<file path="src/sv/bas_pkg.sv">
// Shared constants, codes and types of the bidirectional-average SAD core.
package bas_pkg;

	localparam int LANES      = 8;
	localparam int PIX_W      = 8;
	localparam int MAX_HEIGHT = 128;

	localparam int BUS_W     = LANES * PIX_W;
	localparam int DIFF_W    = PIX_W;
	localparam int TREE_W    = DIFF_W + $clog2(LANES);
	localparam int SUM_W     = 21;
	localparam int WIDTH_W   = 7;
	localparam int HEIGHT_W  = 8;
	localparam int CFG_W     = 8;
	localparam int IDX_W     = 1;
	localparam int GROUP_W   = 3;
	localparam int NGROUP_W  = GROUP_W + 1;
	localparam int LANE_SH   = $clog2(LANES);

	localparam logic [SUM_W-1:0] SUM_MAX = {SUM_W{1'b1}};

	// Supported row widths; the two zero-result widths are counted but not summed.
	localparam logic [WIDTH_W-1:0] WIDTH_4    = 7'd4;
	localparam logic [WIDTH_W-1:0] WIDTH_8    = 7'd8;
	localparam logic [WIDTH_W-1:0] WIDTH_16   = 7'd16;
	localparam logic [WIDTH_W-1:0] WIDTH_24   = 7'd24;
	localparam logic [WIDTH_W-1:0] WIDTH_32   = 7'd32;
	localparam logic [WIDTH_W-1:0] WIDTH_48   = 7'd48;
	localparam logic [WIDTH_W-1:0] WIDTH_64   = 7'd64;
	localparam logic [WIDTH_W-1:0] WIDTH_Z40  = 7'd40;
	localparam logic [WIDTH_W-1:0] WIDTH_Z56  = 7'd56;

	localparam logic [WIDTH_W-1:0]  WIDTH_RESET  = WIDTH_8;
	localparam logic [HEIGHT_W-1:0] HEIGHT_RESET = 8'd8;

	// Register indexes on the configuration port.
	localparam logic [IDX_W-1:0] REG_WIDTH  = 1'd0;
	localparam logic [IDX_W-1:0] REG_HEIGHT = 1'd1;

	// Result status codes.
	localparam logic [1:0] STATUS_OK      = 2'd0;
	localparam logic [1:0] STATUS_ZERO    = 2'd1;
	localparam logic [1:0] STATUS_ILLEGAL = 2'd2;

	typedef struct packed {
		logic       acc_en;
		logic       emit;
		logic [1:0] status;
	} ctrl_t;

	typedef logic [DIFF_W-1:0] diff_t;

endpackage

</file>
<file path="src/sv/bas_lane.sv">
// One pixel lane: rounded reference average and registered absolute difference.
module bas_lane
	import bas_pkg::*;
(
	input  logic             clk,
	input  logic             adv,
	input  logic             active,
	input  logic [PIX_W-1:0] src,
	input  logic [PIX_W-1:0] ref1,
	input  logic [PIX_W-1:0] ref2,
	output diff_t            diff_s1
);

	logic [PIX_W:0]   pair_sum;
	logic [PIX_W-1:0] avg;
	diff_t            diff;

	always_comb begin
		pair_sum = {1'b0, ref1} + {1'b0, ref2} + {{PIX_W{1'b0}}, 1'b1};
		avg      = pair_sum[PIX_W:1];
		if (!active) begin
			diff = '0;
		end else if (src > avg) begin
			diff = src - avg;
		end else begin
			diff = avg - src;
		end
	end

	// Payload register: no reset needed.
	always_ff @(posedge clk) begin
		if (adv) begin
			diff_s1 <= diff;
		end
	end

endmodule

</file>
<file path="src/sv/bas_merge.sv">
// Merge stage: sum the lane differences, accumulate the block, hold the result.
module bas_merge
	import bas_pkg::*;
(
	input  logic             clk,
	input  logic             arst_n,
	input  logic             clr,
	input  logic             adv,
	input  logic             valid_s1,
	input  ctrl_t            ctrl_s1,
	input  diff_t            diff_s1 [LANES],
	output logic             out_valid,
	input  logic             out_ready,
	output logic [SUM_W-1:0] sad_sum,
	output logic [1:0]       status
);

	logic [TREE_W-1:0] tree_sum;
	logic [SUM_W:0]    acc_wide;
	logic [SUM_W-1:0]  acc_next;
	logic [SUM_W-1:0]  acc_q;

	always_comb begin
		tree_sum = '0;
		for (int i = 0; i < LANES; i++) begin
			tree_sum = tree_sum + TREE_W'(diff_s1[i]);
		end
		acc_wide = {1'b0, acc_q} + (SUM_W+1)'(tree_sum);
		if (!ctrl_s1.acc_en) begin
			acc_next = acc_q;
		end else if (acc_wide > {1'b0, SUM_MAX}) begin
			acc_next = SUM_MAX;
		end else begin
			acc_next = acc_wide[SUM_W-1:0];
		end
	end

	always_ff @(posedge clk or negedge arst_n) begin
		if (!arst_n) begin
			acc_q     <= '0;
			out_valid <= 1'b0;
		end else begin
			if (clr) begin
				acc_q <= '0;
			end else if (adv && valid_s1) begin
				// Close the block on emit, otherwise keep accumulating.
				acc_q <= ctrl_s1.emit ? '0 : acc_next;
			end
			if (adv && valid_s1 && ctrl_s1.emit) begin
				out_valid <= 1'b1;
			end else if (out_ready) begin
				out_valid <= 1'b0;
			end
		end
	end

	always_ff @(posedge clk) begin
		if (adv && valid_s1 && ctrl_s1.emit) begin
			sad_sum <= (ctrl_s1.status == STATUS_OK) ? acc_next : '0;
			status  <= ctrl_s1.status;
		end
	end

endmodule

</file>
<file path="src/sv/bipred_average_sad_core.sv">
// Top level of the bidirectional-average SAD core.
//
// Input channel (in_valid/in_ready) carries one group of eight pixels per
// request: source, first and second reference, lane 0 in the low byte. A row
// of block_width pixels takes ceil(block_width/8) requests; width 4 uses the
// low four lanes. After the last request of the last row one result request
// leaves on the output channel (out_valid/out_ready): sad_sum and status.
// A bad width or height turns every request into a block of its own that
// returns sum 0 with status 2; widths 40 and 56 return sum 0 with status 1.
// Throughput: one request per cycle while no stall holds the block, set by the
// eight lane units that work side by side and the merge adder. The block's
// last request goes into the lane registers at the accepting edge, then into
// the result register in the merge stage, which drives the output.
// A cfg_we write (idle only) updates a register and restarts the block.
// Reset restores width 8 and height 8, clears counters, sum and result valid.
// When the receiver stalls with a result pending, the block keeps taking
// requests until a second result reaches the merge stage; it then holds.
module bipred_average_sad_core
	import bas_pkg::*;
(
	input  logic                clk,
	input  logic                arst_n,
	input  logic                cfg_we,
	input  logic [IDX_W-1:0]    cfg_index,
	input  logic [CFG_W-1:0]    cfg_data,
	input  logic                in_valid,
	output logic                in_ready,
	input  logic [BUS_W-1:0]    src_pixels,
	input  logic [BUS_W-1:0]    ref1_pixels,
	input  logic [BUS_W-1:0]    ref2_pixels,
	output logic                out_valid,
	input  logic                out_ready,
	output logic [SUM_W-1:0]    sad_sum,
	output logic [1:0]          status
);

	logic [WIDTH_W-1:0]  width_q;
	logic [HEIGHT_W-1:0] height_q;
	logic [GROUP_W-1:0]  group_q;
	logic [HEIGHT_W-1:0] row_q;

	logic                valid_s1;
	ctrl_t               ctrl_s1;
	diff_t               diff_s1 [LANES];

	logic                stall;
	logic                adv;
	logic                accept;
	logic                width_ok;
	logic                height_ok;
	logic                legal;
	logic                zero_w;
	logic [WIDTH_W-1:0]  width_round;
	logic [NGROUP_W-1:0] groups;
	logic                group_last;
	logic                row_last;
	logic                block_end;
	logic [LANES-1:0]    active;
	ctrl_t               ctrl;

	// Hold everything only when a second result would overwrite a pending one.
	assign stall  = valid_s1 && ctrl_s1.emit && out_valid && !out_ready;
	assign adv    = !stall;
	assign in_ready = adv;
	assign accept = in_valid && in_ready;

	// Geometry decode from the configuration registers.
	always_comb begin
		width_ok = (width_q == WIDTH_4)   || (width_q == WIDTH_8)   ||
		           (width_q == WIDTH_16)  || (width_q == WIDTH_24)  ||
		           (width_q == WIDTH_32)  || (width_q == WIDTH_48)  ||
		           (width_q == WIDTH_64)  || (width_q == WIDTH_Z40) ||
		           (width_q == WIDTH_Z56);
		height_ok = (height_q >= HEIGHT_W'(2)) && !height_q[0] &&
		            ({1'b0, height_q} <= (HEIGHT_W+1)'(MAX_HEIGHT)) &&
		            !((width_q == WIDTH_8) && height_q[1]);
		legal  = width_ok && height_ok;
		zero_w = (width_q == WIDTH_Z40) || (width_q == WIDTH_Z56);

		width_round = width_q + WIDTH_W'(LANES - 1);
		groups      = NGROUP_W'(width_round >> LANE_SH);
		group_last  = ({1'b0, group_q} + NGROUP_W'(1)) >= groups;
		row_last    = ({1'b0, row_q} + (HEIGHT_W+1)'(1)) >= {1'b0, height_q};
		block_end   = group_last && row_last;

		// Width 4 leaves the upper half of the lanes idle.
		for (int i = 0; i < LANES; i++) begin
			active[i] = (width_q != WIDTH_4) || (i < int'(WIDTH_4));
		end

		if (!legal) begin
			ctrl.acc_en = 1'b0;
			ctrl.emit   = 1'b1;
			ctrl.status = STATUS_ILLEGAL;
		end else begin
			ctrl.acc_en = !zero_w;
			ctrl.emit   = block_end;
			ctrl.status = zero_w ? STATUS_ZERO : STATUS_OK;
		end
	end

	// Configuration registers and position counters.
	always_ff @(posedge clk or negedge arst_n) begin
		if (!arst_n) begin
			width_q  <= WIDTH_RESET;
			height_q <= HEIGHT_RESET;
			group_q  <= '0;
			row_q    <= '0;
		end else if (cfg_we) begin
			unique case (cfg_index)
				REG_WIDTH:  width_q  <= cfg_data[WIDTH_W-1:0];
				REG_HEIGHT: height_q <= cfg_data[HEIGHT_W-1:0];
				default:    ;
			endcase
			group_q <= '0;
			row_q   <= '0;
		end else if (accept) begin
			if (!legal || block_end) begin
				group_q <= '0;
				row_q   <= '0;
			end else if (group_last) begin
				group_q <= '0;
				row_q   <= row_q + HEIGHT_W'(1);
			end else begin
				group_q <= group_q + GROUP_W'(1);
			end
		end
	end

	// Stage 1 control travels beside the lane registers.
	always_ff @(posedge clk or negedge arst_n) begin
		if (!arst_n) begin
			valid_s1 <= 1'b0;
			ctrl_s1  <= '0;
		end else if (adv) begin
			valid_s1 <= in_valid;
			ctrl_s1  <= ctrl;
		end
	end

	for (genvar g = 0; g < LANES; g++) begin : g_lane
		bas_lane u_lane (
			.clk     (clk),
			.adv     (adv),
			.active  (active[g]),
			.src     (src_pixels[g*PIX_W +: PIX_W]),
			.ref1    (ref1_pixels[g*PIX_W +: PIX_W]),
			.ref2    (ref2_pixels[g*PIX_W +: PIX_W]),
			.diff_s1 (diff_s1[g])
		);
	end

	bas_merge u_merge (
		.clk       (clk),
		.arst_n    (arst_n),
		.clr       (cfg_we),
		.adv       (adv),
		.valid_s1  (valid_s1),
		.ctrl_s1   (ctrl_s1),
		.diff_s1   (diff_s1),
		.out_valid (out_valid),
		.out_ready (out_ready),
		.sad_sum   (sad_sum),
		.status    (status)
	);

endmodule

</file>
<file path="config.mk">
export PLATFORM = sky130hd
export DESIGN_NAME = bipred_average_sad_core
export DESIGN_NICKNAME = d
export VERILOG_FILES = /design/src/sv/bas_pkg.sv /design/src/sv/bas_lane.sv /design/src/sv/bas_merge.sv /design/src/sv/bipred_average_sad_core.sv
export SDC_FILE = /design/constraint.sdc
export NUM_CORES = 1
export LEC_CHECK = 0
export BUFFER_PORTS_ARGS = -buffer_cell sky130_fd_sc_hd__buf_2
export CAP_MARGIN = 20
export CELL_PAD_IN_SITES_DETAIL_PLACEMENT = 1
export CELL_PAD_IN_SITES_GLOBAL_PLACEMENT = 1
export CORE_MARGIN = 1
export CORE_UTILIZATION = 46
export DETAILED_ROUTE_END_ITERATION = 6
export PLACE_DENSITY_LB_ADDON = 0.12
export SLEW_MARGIN = 20
export SYNTH_ARGS = -nofsm -noshare
export SYNTH_HDL_FRONTEND = slang
export SYNTH_SLANG_ARGS = --single-unit
</file>
<file path="constraint.sdc">
create_clock -name clk -period 12 [get_ports clk]
set_input_delay 0.6 -clock clk [delete_from_list [all_inputs] [get_ports clk]]
set_output_delay 0.6 -clock clk [all_outputs]
set_load 0.05 [all_outputs]
</file>
Word-level counts from Yosys, hierarchy flattened
Cells that the tools add are included.
{"block": "word_totals", "ff_bits": 140, "input_bits": 206, "wordCells": 150, "output_inout_bits": 25}
{"block": "op_classes", "n_mux": 25, "n_lt_le_gt_ge": 13, "n_addsub": 45, "reduce_logical": 36, "n_bitwise": 1, "n_eq_ne": 10}
{"op": "$sub 8x8->8", "count": 16}
{"op": "$mux 21", "count": 5}
{"op": "$mux 8", "count": 12}
{"op": "$add 8x8->9", "count": 9}
{"op": "$add 9x1->9 const B", "count": 8}
{"op": "$add 11x8->11", "count": 6}
{"op": "$gt 8x8->1", "count": 8}
{"op": "$eq 7x6->1 const B", "count": 4}
{"op": "$add 21x11->22", "count": 1}
{"op": "$gt 22x21->1 const B", "count": 1}
{"op": "$eq 7x5->1 const B", "count": 2}
{"op": "$logic_and 1x1->1", "count": 12}
{"op": "$mux 3", "count": 4}
{"op": "$logic_or 1x1->1", "count": 10}
{"op": "$add 8x1->9 const B", "count": 1}
{"op": "$ge 9x8->1", "count": 1}
{"op": "$add 8x1->8 const B", "count": 1}
{"op": "$ge 8x2->1 const B", "count": 1}
{"op": "$le 8x8->1 const B", "count": 1}
{"op": "$add 7x3->7 const B", "count": 1}
{"op": "$eq 7x3->1 const B", "count": 1}
{"op": "$eq 7x4->1 const B", "count": 1}
{"op": "$eq 7x7->1 const B", "count": 1}
{"op": "$ne 7x3->1 const B", "count": 1}
{"op": "other kinds (11)", "count": 22}

Depth between registers and ports, before layout
Gate-level depths: netlist of the first run.
{"block": "logic_depth", "depth_word": 15, "depth_mapped": 30, "ltp_nobuf": 29}

Cells and area by module
Synthesis of the first run repeated with hierarchy kept, for this count alone.
{"block": "hier_totals", "hier_cells": 2036, "area_unflattened_um2": 17390.4}
{"mod": "bas_lane (g_lane[2].u_lane ...)", "seq_area_each_um2": 240.2, "area_per_inst_um2": 1411.4, "instances": 5, "cells_per_inst": 176}
{"mod": "bas_merge", "seq_area_each_um2": 1241.2, "area_per_inst_um2": 4306.6, "instances": 1, "cells_per_inst": 442}
{"mod": "bas_lane (g_lane[0].u_lane ...)", "seq_area_each_um2": 240.2, "area_per_inst_um2": 1382.6, "instances": 3, "cells_per_inst": 176}
{"mod": "bipred_average_sad_core", "seq_area_each_um2": 778.2, "area_per_inst_um2": 1879.3, "instances": 1, "cells_per_inst": 186}

Worst setup path after synthesis of the first run
Ideal clock, no wire load.
{"block": "synth_timing", "path_kind": "register -> register", "from": "register g_lane[1].u_lane.diff_s1[1]", "to": "register u_merge.sad_sum[15] (data pin)", "path_slack_ps": 5758, "stages_incl_launch_ff": 27, "t_required_ps": 11731, "arrival_time_ps": 5973, "synth_period_minus_slack_ps": 6242, "path_buffers": 1, "path_cell_list": "edfxtp_1 ha_1 a21o_1 a21oi_1 o21bai_1 a21oi_1 o21bai_1 a21oi_1 xnor2_1 fa_1 inv_1 fa_1 fa_1 fa_1 inv_1 ha_1 a21oi_1 o21ai_0 xor2_1 ha_1 nand3_1 or2_2 o211ai_1 and3_1 buf_2 nand4_1 nor3b_1"}
{"block": "synth_via", "elab_chain_cells": 11}
{"element": "start, declared", "line": "bas_lane.sv:11", "text": "output diff_t diff_s1"}
{"element": "start signal, assigned", "line": "bas_lane.sv:33", "text": "diff_s1 <= diff;"}
{"element": "$add 8x8->9 *", "line": "bas_merge.sv:26", "text": "tree_sum = tree_sum + TREE_W'(diff_s1[i]);"}
{"element": "$add 11x8->11 * (6 in a row)", "line": "bas_merge.sv:26"}
{"element": "$add 21x11->22 *", "line": "bas_merge.sv:28", "text": "acc_wide = {1'b0, acc_q} + (SUM_W+1)'(tree_sum);"}
{"element": "$gt 22x21->1", "line": "bas_merge.sv:31", "text": "end else if (acc_wide > {1'b0, SUM_MAX}) begin"}
{"element": "$mux 21 *", "line": "bas_merge.sv:31"}
{"element": "$mux 21 *", "line": "bas_merge.sv:29", "text": "if (!ctrl_s1.acc_en) begin"}
{"element": "end signal, assigned", "line": "bas_merge.sv:59", "text": "sad_sum <= (ctrl_s1.status == STATUS_OK) ? acc_next : '0;"}
{"element": "end, declared", "line": "bas_merge.sv:14", "text": "output logic [SUM_W-1:0] sad_sum,"}
Every way passes the cells marked *; elsewhere a longest branch is shown, timed or not.
A chain may end at the register's enable or synchronous reset.

Worst setup path after layout of the first run
{"block": "layout_timing", "from": "register g_lane[1].u_lane.diff_s1[1]", "to": "register u_merge.sad_sum[20] (data pin)"}
Same word-level chain as after synthesis.

==> run summary, run 1 <==
Wire length on met3: 1.40 mm. After layout, the worst setup slack is 4890 ps. Before antenna repair, the detailed router went through 6 iterations.

The number of nets with antenna violations after detailed routing is 0. The run finished with clean final reports. The worst setup path category was register to register. The placement-stage worst setup slack is 4990 ps, and the ratio of cells with drive above 1 in the final layout is 16.7%.

The mean routed wirelength per cell is 16.5 um, and the critical path data arrival time is 7380 ps. The starting utilization of the core area is 46.9%, and the worst-case reg-to-reg path depth is 26. In this run the vertical extent of the chip is 184 um. The total negative slack came out at 0 ps. The setup check on the worst reg-to-reg path leaves a slack of 4890 ps.

The highest layer touched by signal routing is met5. The worst register-to-register path ends at u_merge.sad_sum[20]. The site row count was 66; the top fanout value on the critical path was 11. The congestion estimate from routability-driven global placement came to 0.832. The via count was 12400; the layout overhead on the synthesized area was 14.6%. TritonCTS built the clock tree.

Data on the critical path is required at its endpoint by 12270 ps. Of the available clock period, the critical path in the final layout requires 59.2%. The final count of negative-setup-slack endpoints is 0. Critical path startpoint category: a register.

The register bit total from synthesis came out at 140. Buffers placed on the I/O ports in this run total 230. For the first-pass GRT wire length, the log shows 63.0 mm. Area of the core: 32600 um2.

The cell count after synthesis came out at 1648. The worst hold path belongs to the class input pin to asynchronous set/reset pin. The synthesized netlist contains 68 unique library cells.

At the end of the flow the core is filled with cells to 53.8%. ha_1 takes more of the synthesized area than any other cell. Detailed routing placed a total of 19.8 mm of wire on met2. The number of pins with negative max-slew slack in the final report is 0.

In the routed layout, each cell is associated on average with a via count of 5.30. The number of DRC violations after detailed routing is 0. In the synthesized netlist the dominant register cell turns out to be edfxtp_1.

Summed over all layers, the global routing overflow is 0. Clock skew after layout: 16.9 ps. After layout, the minimum clock period comes to 7110 ps.

For the clock sink count, the log shows 140. Summed over its instances, the top area cell type makes up 18.5% of the synthesized netlist area. For this block, wires on met1 add up to 16.4 mm. The total of max-cap violations was 0; the detailed router's first-iteration violation count was 441. Yosys printed 0 warnings. Counting flops with a built-in enable in the synthesized netlist gives 87. The measured slew at the worst slew-check pin works out to 1070 ps. Entering global routing, the biggest net connects 71 pins. Clock tree synthesis inserted a total of 17 buffers. For the final-report hold violation count, the log shows 0. The clock passes through at most 2 buffers. After clock tree synthesis, the clock-pin slew on the worst setup and hold paths is 70 ps.

The tools report the detailed-route wire length as 38.5 mm. Post-CTS timing repair inserted 0 buffers for setup. The synthesized netlist occupies a cell area of 15300 um2. The run gives 31.6 mm as the HPWL after detailed placement. In this run the mean area of a mapped cell was 9.29 um2.

The number of resized instances in the post-cts repair step is 0, and the initial antenna violation count is 6. Summing the sequential cell areas from Yosys gives 25.7% of the chip area. The worst register-to-register path begins at g_lane[1].u_lane.diff_s1[1].

The floorplan step defined a die boundary enclosing 34000 um2. For the net count after synthesis, the log shows 2144. After synthesis, the share of flip-flops with an asynchronous set or reset is 37.9%.

The number of global-route vias before repair is 13100, and the number of hold buffers added after cts is 0. By area the synthesized netlist is led by ha_1, edfxtp_1, fa_1, dfrtp_1, inv_1. The width of the chip came out at 184 um. Headroom to the max-slew limit came out at 27.9%. The run gives 4 as the total number of H-tree levels. The peak clock frequency supported by timing was 141 MHz; the worst hold slack was 296 ps. The later pin in the worst-skew pair is clocked with a latency of 430 ps. In this run the count of I/O pins placed on the die edge is 231. For the final net count, the log shows 2373. STA classifies the critical path endpoint as a register. The total routing usage reported by global routing came out at 23.2%. The tree is rooted in a clkbuf_16.

Setup repair after global routing left no endpoint under its margin.
[area by class of cell]
class | count | area [um2]
sequential | 140 | 3940
timing repair buffer | 234 | 1180
clock inverter | 13 | 119
antenna | 5 | 12.5
multi-input combinational | 1235 | 10300
fill | 3874 | 15100
inverter | 249 | 935
clock buffer | 19 | 464
tap | 442 | 553
[layout by cell type, fill, tap and decap left out, types with 4 or more instances in the layout]
| cell type | netlist | final |
|---|---|---|
| inv_1 | 249 | 248 |
| buf_2 | 2 | 230 |
| ha_1 | 226 | 226 |
| a21o_1 | 97 | 97 |
| nor2_1 | 93 | 92 |
| a21oi_1 | 92 | 92 |
| o21ai_0 | 94 | 92 |
| edfxtp_1 | 87 | 87 |
| nand2_1 | 70 | 70 |
| xnor2_1 | 65 | 65 |
| fa_1 | 64 | 64 |
| xor2_1 | 63 | 63 |
| dfrtp_1 | 51 | 51 |
| mux2i_1 | 49 | 49 |
| nand2b_1 | 39 | 39 |
| nand3_1 | 28 | 28 |
| nor2b_1 | 28 | 28 |
| mux2_2 | 24 | 24 |
| nand4_1 | 20 | 20 |
| clkbuf_16 | 0 | 18 |
| and2_1 | 15 | 15 |
| a21boi_0 | 14 | 14 |
| o21bai_1 | 13 | 13 |
| nor3_1 | 13 | 13 |
| o21a_1 | 11 | 11 |
| a211oi_1 | 10 | 10 |
| and3_1 | 10 | 10 |
| a31oi_1 | 10 | 10 |
| or2_2 | 9 | 9 |
| o211ai_1 | 7 | 7 |
| a22o_1 | 7 | 7 |
| diode_2 | 0 | 5 |
| o211a_1 | 5 | 5 |
| nor4_1 | 5 | 5 |
| o21ai_1 | 3 | 5 |
| inv_6 | 0 | 5 |
| buf_4 | 1 | 4 |
[critical path, cell delays in order (launching register included)]
cell and delay [ps]:
edfxtp_1 400, ha_1 320, a21o_1 190, a21oi_1 230, o21bai_1 110, a21oi_1 250
o21bai_1 110, a21oi_1 180, xnor2_1 110, fa_1 490, inv_1 60, fa_1 510
fa_1 510, fa_1 520, inv_1 50, ha_1 350, a21oi_1 160, o21ai_0 160
xor2_1 190, ha_1 350, nand3_1 80, or2_2 300, o211ai_1 330, and3_1 470
nand2_1 170, o21a_1 170, a21oi_1 180
[worst max-delay path by stage]
stage / start / slack, ps / end / cells past startpoint
2_1_floorplan: g_lane[1].u_lane.diff_s1[1] / 5760 / u_merge.sad_sum[15] / 26
3_3_place_gp: g_lane[1].u_lane.diff_s1[1] / 5240 / u_merge.sad_sum[19] / 26
3_5_place_dp: g_lane[1].u_lane.diff_s1[1] / 4990 / u_merge.sad_sum[19] / 26
4_1_cts: g_lane[1].u_lane.diff_s1[1] / 4850 / u_merge.sad_sum[19] / 26
5_1_grt: g_lane[1].u_lane.diff_s1[1] / 4440 / u_merge.sad_sum[19] / 26
6_report: g_lane[1].u_lane.diff_s1[1] / 4890 / u_merge.sad_sum[20] / 26
[synth_stat cells, types with 16 or more instances]
master    instances
nand2b_1         39
xor2_1           63
nor2b_1          28
nor2_1           93
nand4_1          20
xnor2_1          65
a21oi_1          92
dfrtp_1          51
inv_1           249
mux2_2           24
fa_1             64
ha_1            226
a21o_1           97
nand2_1          70
clkbuf_1         16
edfxtp_1         87
mux2i_1          49
o21ai_0          94
nand3_1          28
[kinds of logic (layout without fill, tap and decap cells)]
family / after synthesis / in the layout / share of synthesized area [%]
fa+ha+maj: 290 / 290 / 26.8
buf+inv: 273 / 515 / 6.84
xor+xnor: 128 / 128 / 7.32
other cells: 0 / 5 / 0
simple gates: 350 / 350 / 11.5
mux: 74 / 74 / 5.04
flops: 140 / 140 / 25.7
compound gates: 393 / 393 / 16.7
[metal layers]
| layer | vias up | GRT usage (%) |
|---|---|---|
| met5 | - | 0 |
| met4 | 2 | 7.73 |
| met2 | 219 | 42.2 |
| met3 | 46 | 3.71 |
| li1 | 6117 | - |
| met1 | 6008 | 27.6 |
[flip-flops by register name, summed over array words and instances (netlist names)]
| name | flops |
|---|---|
| height_q | 8 |
| u_merge.acc_q | 21 |
| u_merge.status | 2 |
| group_q | 3 |
| ctrl_s1 | 4 |
| u_merge.sad_sum | 21 |
| row_q | 8 |
| width_q | 7 |
| valid_s1 | 1 |
| u_merge.out_valid | 1 |
| g_lane.u_lane.diff_s1 | 64 |
[metrics by stage]
step | cell area [um2] | std cells
final | 17500 | 2337
after global routing | 17500 | 2335
after CTS | 17500 | 2332
after detailed placement | 16900 | 2300
after global placement | 16900 | 2300
after floorplan | 15300 | 1648
Power of run 1 is left out: the tool's default activity adds up to more than one toggle a clock period on the data nets, which glitch-free logic cannot reach.
==> run 2, diff against run 1 <==
--- a/config.mk
+++ b/config.mk
@@ -10,7 +10,7 @@
 export CELL_PAD_IN_SITES_DETAIL_PLACEMENT = 1
 export CELL_PAD_IN_SITES_GLOBAL_PLACEMENT = 1
 export CORE_MARGIN = 1
-export CORE_UTILIZATION = 46
+export CORE_UTILIZATION = 41
 export DETAILED_ROUTE_END_ITERATION = 6
 export PLACE_DENSITY_LB_ADDON = 0.12
 export SLEW_MARGIN = 20
==> constraint.sdc (replaced) <==
create_clock -name clk -period 5.79 [get_ports clk]
set_input_delay 0.2895 -clock clk [delete_from_list [all_inputs] [get_ports clk]]
set_output_delay 0.2895 -clock clk [all_outputs]
set_load 0.05 [all_outputs]
==> run 2 against run 1 <==
Effect of this change: the run now ends with negative setup slack left; clock skew fell by 1.5 ps; die area rose by 12%; clock-buffer cell count rose by 5; first-iteration DRC count fell by 9.8%; final area rose by 5.5%; sequential share of layout area fell by 1.2 points; routed wire length barely moved.
==> run summary, run 2 (same netlist as run 1, synthesis figures left out) <==
The run finished, with violations left. The final reports fail on negative setup slack. Global routing finished with a remaining overflow of 0.

The area growth from synthesis to layout is 20.9%. TritonCTS built the clock tree. For the final worst-path setup slack, the log shows -509 ps. The mean routed wirelength per cell is 16.0 um, and the width of the chip is 195 um. The detailed router's first-iteration violation count came out at 398. The largest registers in the layout are g_lane.u_lane.diff_s1: 64 flops, u_merge.acc_q: 21 flops, u_merge.sad_sum: 21 flops. Top fanout value on the critical path: 5. During placement, the flow inserted port buffers numbering 230. The detailed-route wire length is 38.5 mm. Detailed routing inserted a total of 12400 vias. Buffers inserted to repair hold after CTS numbered 0.

The clock net in this run drives a total of 140 sinks. The initial antenna violation count was 1. The final critical path takes up 109% of the cycle.

For this run, design rule violations remaining after detail routing come to 0. In this run the critical register-to-register path is launched from g_lane[1].u_lane.diff_s1[1]. The relative slew slack was 31.2%. Counting cells, the worst reg-to-reg path comes to 26. The tools report the area of the core as 36700 um2. Measured along the y axis, the die boundary spans 195 um. The floorplan die area came out at 38100 um2.

Global routing consumed, over all layers together, 20.8% of the routing resources. The final RePlAce weighted congestion was 0.833; the total iterations of the first detailed-routing run was 5. The worst setup path is of the register to register kind. The H-tree was split into 4 levels.

The tools report the cell at the root of the clock tree as clkbuf_16. The starting utilization of the core area is 41.7%. The longest clock path from root to sink contains 2 buffers.

Register with the most flip-flops: g_lane.u_lane.diff_s1. STA classifies the critical path startpoint as a register. After detailed routing, the number of vias per cell comes to 5.15. Final count of negative-setup-slack endpoints: 42. The logs give 31.6 mm for the HPWL after detailed placement and 159 MHz for the peak clock frequency supported by timing. Once placement completed, the tool counted placed cells totaling 2365.

The final-report hold violation count was 0; the worst hold slack was 5.65 ps. The insertion delay of the later-clocked pin in the worst-skew pair is 430 ps, and the measured slew at the worst slew-check pin is 1030 ps. The number of global-route vias before repair came out at 13700.

The clock skew after layout is 15.5 ps, and the first-pass GRT wire length is 65.3 mm. The register with the most flip-flops in the layout has 64 of them. At the worst endpoint, the arrival time is 6580 ps. The critical path starts at g_lane[1].u_lane.diff_s1[1]. Clock tree synthesis inserted a total of 17 buffers.

STA classifies the critical path endpoint as a register. The critical path data required time came out at 6070 ps. For this run, the number of standard cells in the final layout without fillers is 2414.

The filler cells instantiated in the layout total 4244. The tools report the total of max-cap violations as 0. The site row count was 70; the final period demand of the worst path was 6300 ps. Timing analysis after detailed placement gives a worst setup slack of -649 ps. Once detail routing completed, the nets flagged for antenna violations numbered 0. Pin placement for this block handled 231 I/O pins. Setup repair after global routing could not meet its margin everywhere. The library cells used most frequently in the layout, excluding fill and tap cells, are inv_1, buf_2, ha_1. For the number of pins with negative max-slew slack in the final report, the log shows 0. The final layout contains 2428 nets. The CTS clock-pin slew for the worst setup and hold paths was 70 ps. Largest net degree at the start of global routing: 70. The library cell used most frequently in the layout, excluding fill and tap cells, is inv_1.

The min-delay analysis places its worst path in the category input pin to asynchronous set/reset pin. Of the cells placed in the final design, the portion with a size suffix greater than 1 is 23.8%.
[run 2: per-layer routing]
| layer | vias to the layer above | part of all wire (%) | global-route usage (%) |
|---|---|---|---|
| met1 | 6001 | 45 | 25.6 |
| met3 | 26 | 2.7 | 2.66 |
| met4 | 2 | 1.0 | 4.20 |
| met2 | 178 | 51 | 38.7 |
| li1 | 6221 | - | - |
| met5 | - | 0.034 | 0 |
[run 2: worst paths after layout]
kind / slack [ps] / end
setup / recovery: -510 / u_merge.sad_sum[20]
hold / removal: 6 / height_q[6]
setup reg to reg: -510 / u_merge.sad_sum[20]
hold reg to reg: 510 / height_q[1]
max in group asynchronous: 5280 / u_merge.acc_q[5]
min in group clk: 100 / height_q[7]
[run 2: timing repair]
item / 4_1_cts / 5_1_grt
buffers inserted: 12 / 5
resized for setup: 79 / 24
pin swaps: 39 / 34
endpoints found under the setup margin: 42 / 42
endpoints found under the hold margin: 0 / 0
[run 2: final cells by class]
class | instances | area, um2 | area share [%]
Multi-Input combinational cell | 1235 | 10800 | 58.4
Sequential cell | 140 | 3940 | 21.3
Timing Repair Buffer | 289 | 1610 | 8.71
Inverter | 249 | 935 | 5.05
Tap cell | 468 | 586 | 3.16
Clock buffer | 24 | 558 | 3.01
Clock inverter | 8 | 61.3 | 0.331
Antenna cell | 1 | 2.50 | 0.0135
[run 2: per-stage QoR]
step / TNS [ps] / utilization, % / cell area [um2]
5_1_grt: -30460 / 50.4 / 18500
2_1_floorplan: -446 / - / 15400
3_3_place_gp: -12320 / 47.3 / 17400
3_5_place_dp: -20660 / 47.3 / 17400
6_report: -17380 / 50.4 / 18500
4_1_cts: -14980 / 50.0 / 18400
[run 2: critical path, stage by stage (launching register included)]
cell	delay (ps)
edfxtp_1	400
ha_1	300
a21o_1	190
a21oi_2	170
buf_4	140
xnor2_1	70
fa_1	540
inv_1	50
fa_1	470
fa_1	510
fa_1	510
inv_2	50
ha_4	250
a21oi_2	170
o21bai_1	110
a21oi_2	190
o21ai_2	100
xor2_1	180
ha_1	320
nand3_2	90
or2_4	250
a21oi_2	190
nor4_4	80
and4b_2	350
nand3_2	110
o21a_1	220
a21oi_2	140
Power of run 2 is left out for the same reason.
==> run 3, diff against run 2 <==
--- a/config.mk
+++ b/config.mk
@@ -10,7 +10,7 @@
 export CELL_PAD_IN_SITES_DETAIL_PLACEMENT = 1
 export CELL_PAD_IN_SITES_GLOBAL_PLACEMENT = 1
 export CORE_MARGIN = 1
-export CORE_UTILIZATION = 41
+export CORE_UTILIZATION = 46
 export DETAILED_ROUTE_END_ITERATION = 6
 export PLACE_DENSITY_LB_ADDON = 0.12
 export SLEW_MARGIN = 20
==> constraint.sdc (replaced) <==
create_clock -name clk -period 7.4 [get_ports clk]
set_input_delay 0.37 -clock clk [delete_from_list [all_inputs] [get_ports clk]]
set_output_delay 0.37 -clock clk [all_outputs]
set_load 0.05 [all_outputs]
==> run 3 against run 2 <==
Effect of this change: the run now ends clean; worst hold slack better by 67 ps; via count is 0.89% lower; utilization is 3.3 points higher; cell count is 3.3% lower; clock-buffer cell count is 4 lower; routed wire length is 0.53% lower; critical endpoint unchanged.
==> run summary, run 3 (same netlist as run 1, synthesis figures left out) <==
The run finished with clean final reports. Stage delay of the slowest cell on the critical path: 520 ps. The run gives 4 as the total number of H-tree levels. The run gives 13100 as the number of global-route vias before repair. Once the clock tree was built, the setup fixing pass inserted 0 buffers. The post-route netlist has 16.7% of its cells at a drive strength greater than 1. For the worst setup path, the data arrival time is 7330 ps. The count of nets left with antenna violations once routing finished came out at 0. The initialized floorplan defines 66 standard-cell rows. The final worst-path cycle share came out at 95.2%.

The nature of the critical path endpoint is a register. The critical path startpoint category is a register. The register with the most flip-flops in the layout has 64 of them. After the first detailed-routing iteration, the DRC count stood at 396. Counting every sink on the clock net gives 140. The first detailed-routing pass took 4 iterations. The initial utilization of the core area, before any placement, comes to 46.9%. The total grt overflow is 0. The critical path data required time is 7680 ps, and the buffers plus inverters on the worst setup path is 2.

The floorplan die area was 34000 um2. During placement, the flow inserted port buffers numbering 230. The cell at the root of the clock tree is clkbuf_16. The via density per instance is 5.28, and the largest net degree at the start of global routing is 71. For this design the top-level I/O count stands at 231. Across the run, the number of max-cap violations was 0.

By startpoint and endpoint, the worst setup path is classified as register to register. The mean routed wirelength per cell was 16.4 um; the number of buffers created by CTS was 17. Subtracting the final worst setup slack from the clock period gives 7050 ps. Most used cell along the critical path: a21oi_1.

The CTS clock-pin slew for the worst setup and hold paths was 70 ps. Initial antenna violation count: 6. The final-report hold violation count was 0; the width of the chip was 184 um. Global routing used 23.1% of the available tracks across all layers.

The HPWL after detailed placement was 31.7 mm; the total negative slack was 0 ps. At the pin with the least slew margin, the transition time is 1090 ps. The maximum count of clock buffers along a single path was 2; the via count was 12300. The final count of negative-setup-slack endpoints is 0.

The register with the most flip-flops in the final layout is g_lane.u_lane.diff_s1. After detailed routing, the total wire length is 38.3 mm. The largest individual stage delay along the critical path comes from the cell fa_1. The first-pass GRT wire length was 62.6 mm; the insertion delay of the later-clocked pin in the worst-skew pair was 440 ps. The number of DRC violations after detailed routing is 0, and the top fanout value on the critical path is 5.

The cell family contributing the most delay on the critical path is adder cells. Timing would allow up to 142 MHz. The final RePlAce weighted congestion was 0.832. The largest registers in the layout are g_lane.u_lane.diff_s1: 64 flops, u_merge.acc_q: 21 flops, u_merge.sad_sum: 21 flops.

Setup repair after global routing left no endpoint under its margin. The die height was 184 um. The tools report the number of pins with negative max-slew slack in the final report as 0. TritonCTS built the clock tree. The clock skew after layout came out at 14.0 ps. Leaving out fill and tap cells, the most frequent cells in the layout are inv_1, buf_2, ha_1. The final net count was 2373.

Area of the core: 32600 um2. After clock tree synthesis, the flow added hold-fix buffers numbering 0. Leaving out fill and tap cells, the most frequent cell in the layout is inv_1.

The relative slew slack is 27.0%, and the layout overhead on the synthesized area is 14.5%. The path class of the tightest hold or removal check is input pin to asynchronous set/reset pin.
## run 3: changes by cell type in the layout (fill, tap and decap cells not counted), sizes merged
cell    before  now
buf        289  234
clkbuf      24   20
clkinv       3    6
diode        1    3
inv        254  255
## run 3: area by class of cell
cell class	count	area, um2
fill	3906	15100
multi-input combinational	1235	10300
sequential	140	3940
timing repair buffer	234	1180
inverter	249	935
tap	442	553
clock buffer	20	468
clock inverter	12	101
antenna	3	7.51
## run 3: metal layers
| layer | vias to the layer above | global-route usage (%) | share of wire (%) |
|---|---|---|---|
| li1 | 6106 | - | - |
| met1 | 5978 | 27.0 | 43 |
| met2 | 180 | 42.5 | 52 |
| met3 | 50 | 3.97 | 3.3 |
| met4 | 4 | 7.53 | 2.2 |
| met5 | - | 0 | 0.070 |
## run 3: final timing paths
path | from | to | slack [ps] | cells past startpoint
max reg2reg | g_lane[1].u_lane.diff_s1[1] | u_merge.sad_sum[20] | 350 | 27
min | arst_n | row_q[4] | 70 | 2
min in group clk | cfg_data[7] | height_q[7] | 160 | 2
min reg2reg | height_q[1] | height_q[1] | 510 | 1
max in group asynchronous | arst_n | u_merge.acc_q[6] | 6850 | 2
max | g_lane[1].u_lane.diff_s1[1] | u_merge.sad_sum[20] | 350 | 27
## run 3: timing repair
item                                    in CTS  in global routing
endpoints found under the setup margin       0                 12
resized for setup                            0                  4
hold endpoints to repair                     0                  0
## run 3: per-stage QoR
stage | instances | setup slack, ps | hold slack (ps) | util, % | instance area, um2
global route | 2333 | 31.4 | 132 | 53.7 | 17500
CTS | 2332 | 200 | 88.2 | 53.7 | 17500
detailed placement | 2300 | 350 | 500 | 51.9 | 16900
floorplan | 1648 | 1160 | 74.4 | - | 15300
finish | 2335 | 354 | 72.7 | 53.7 | 17500
global placement | 2300 | 639 | 485 | 51.9 | 16900
Power of run 3 is left out for the same reason.
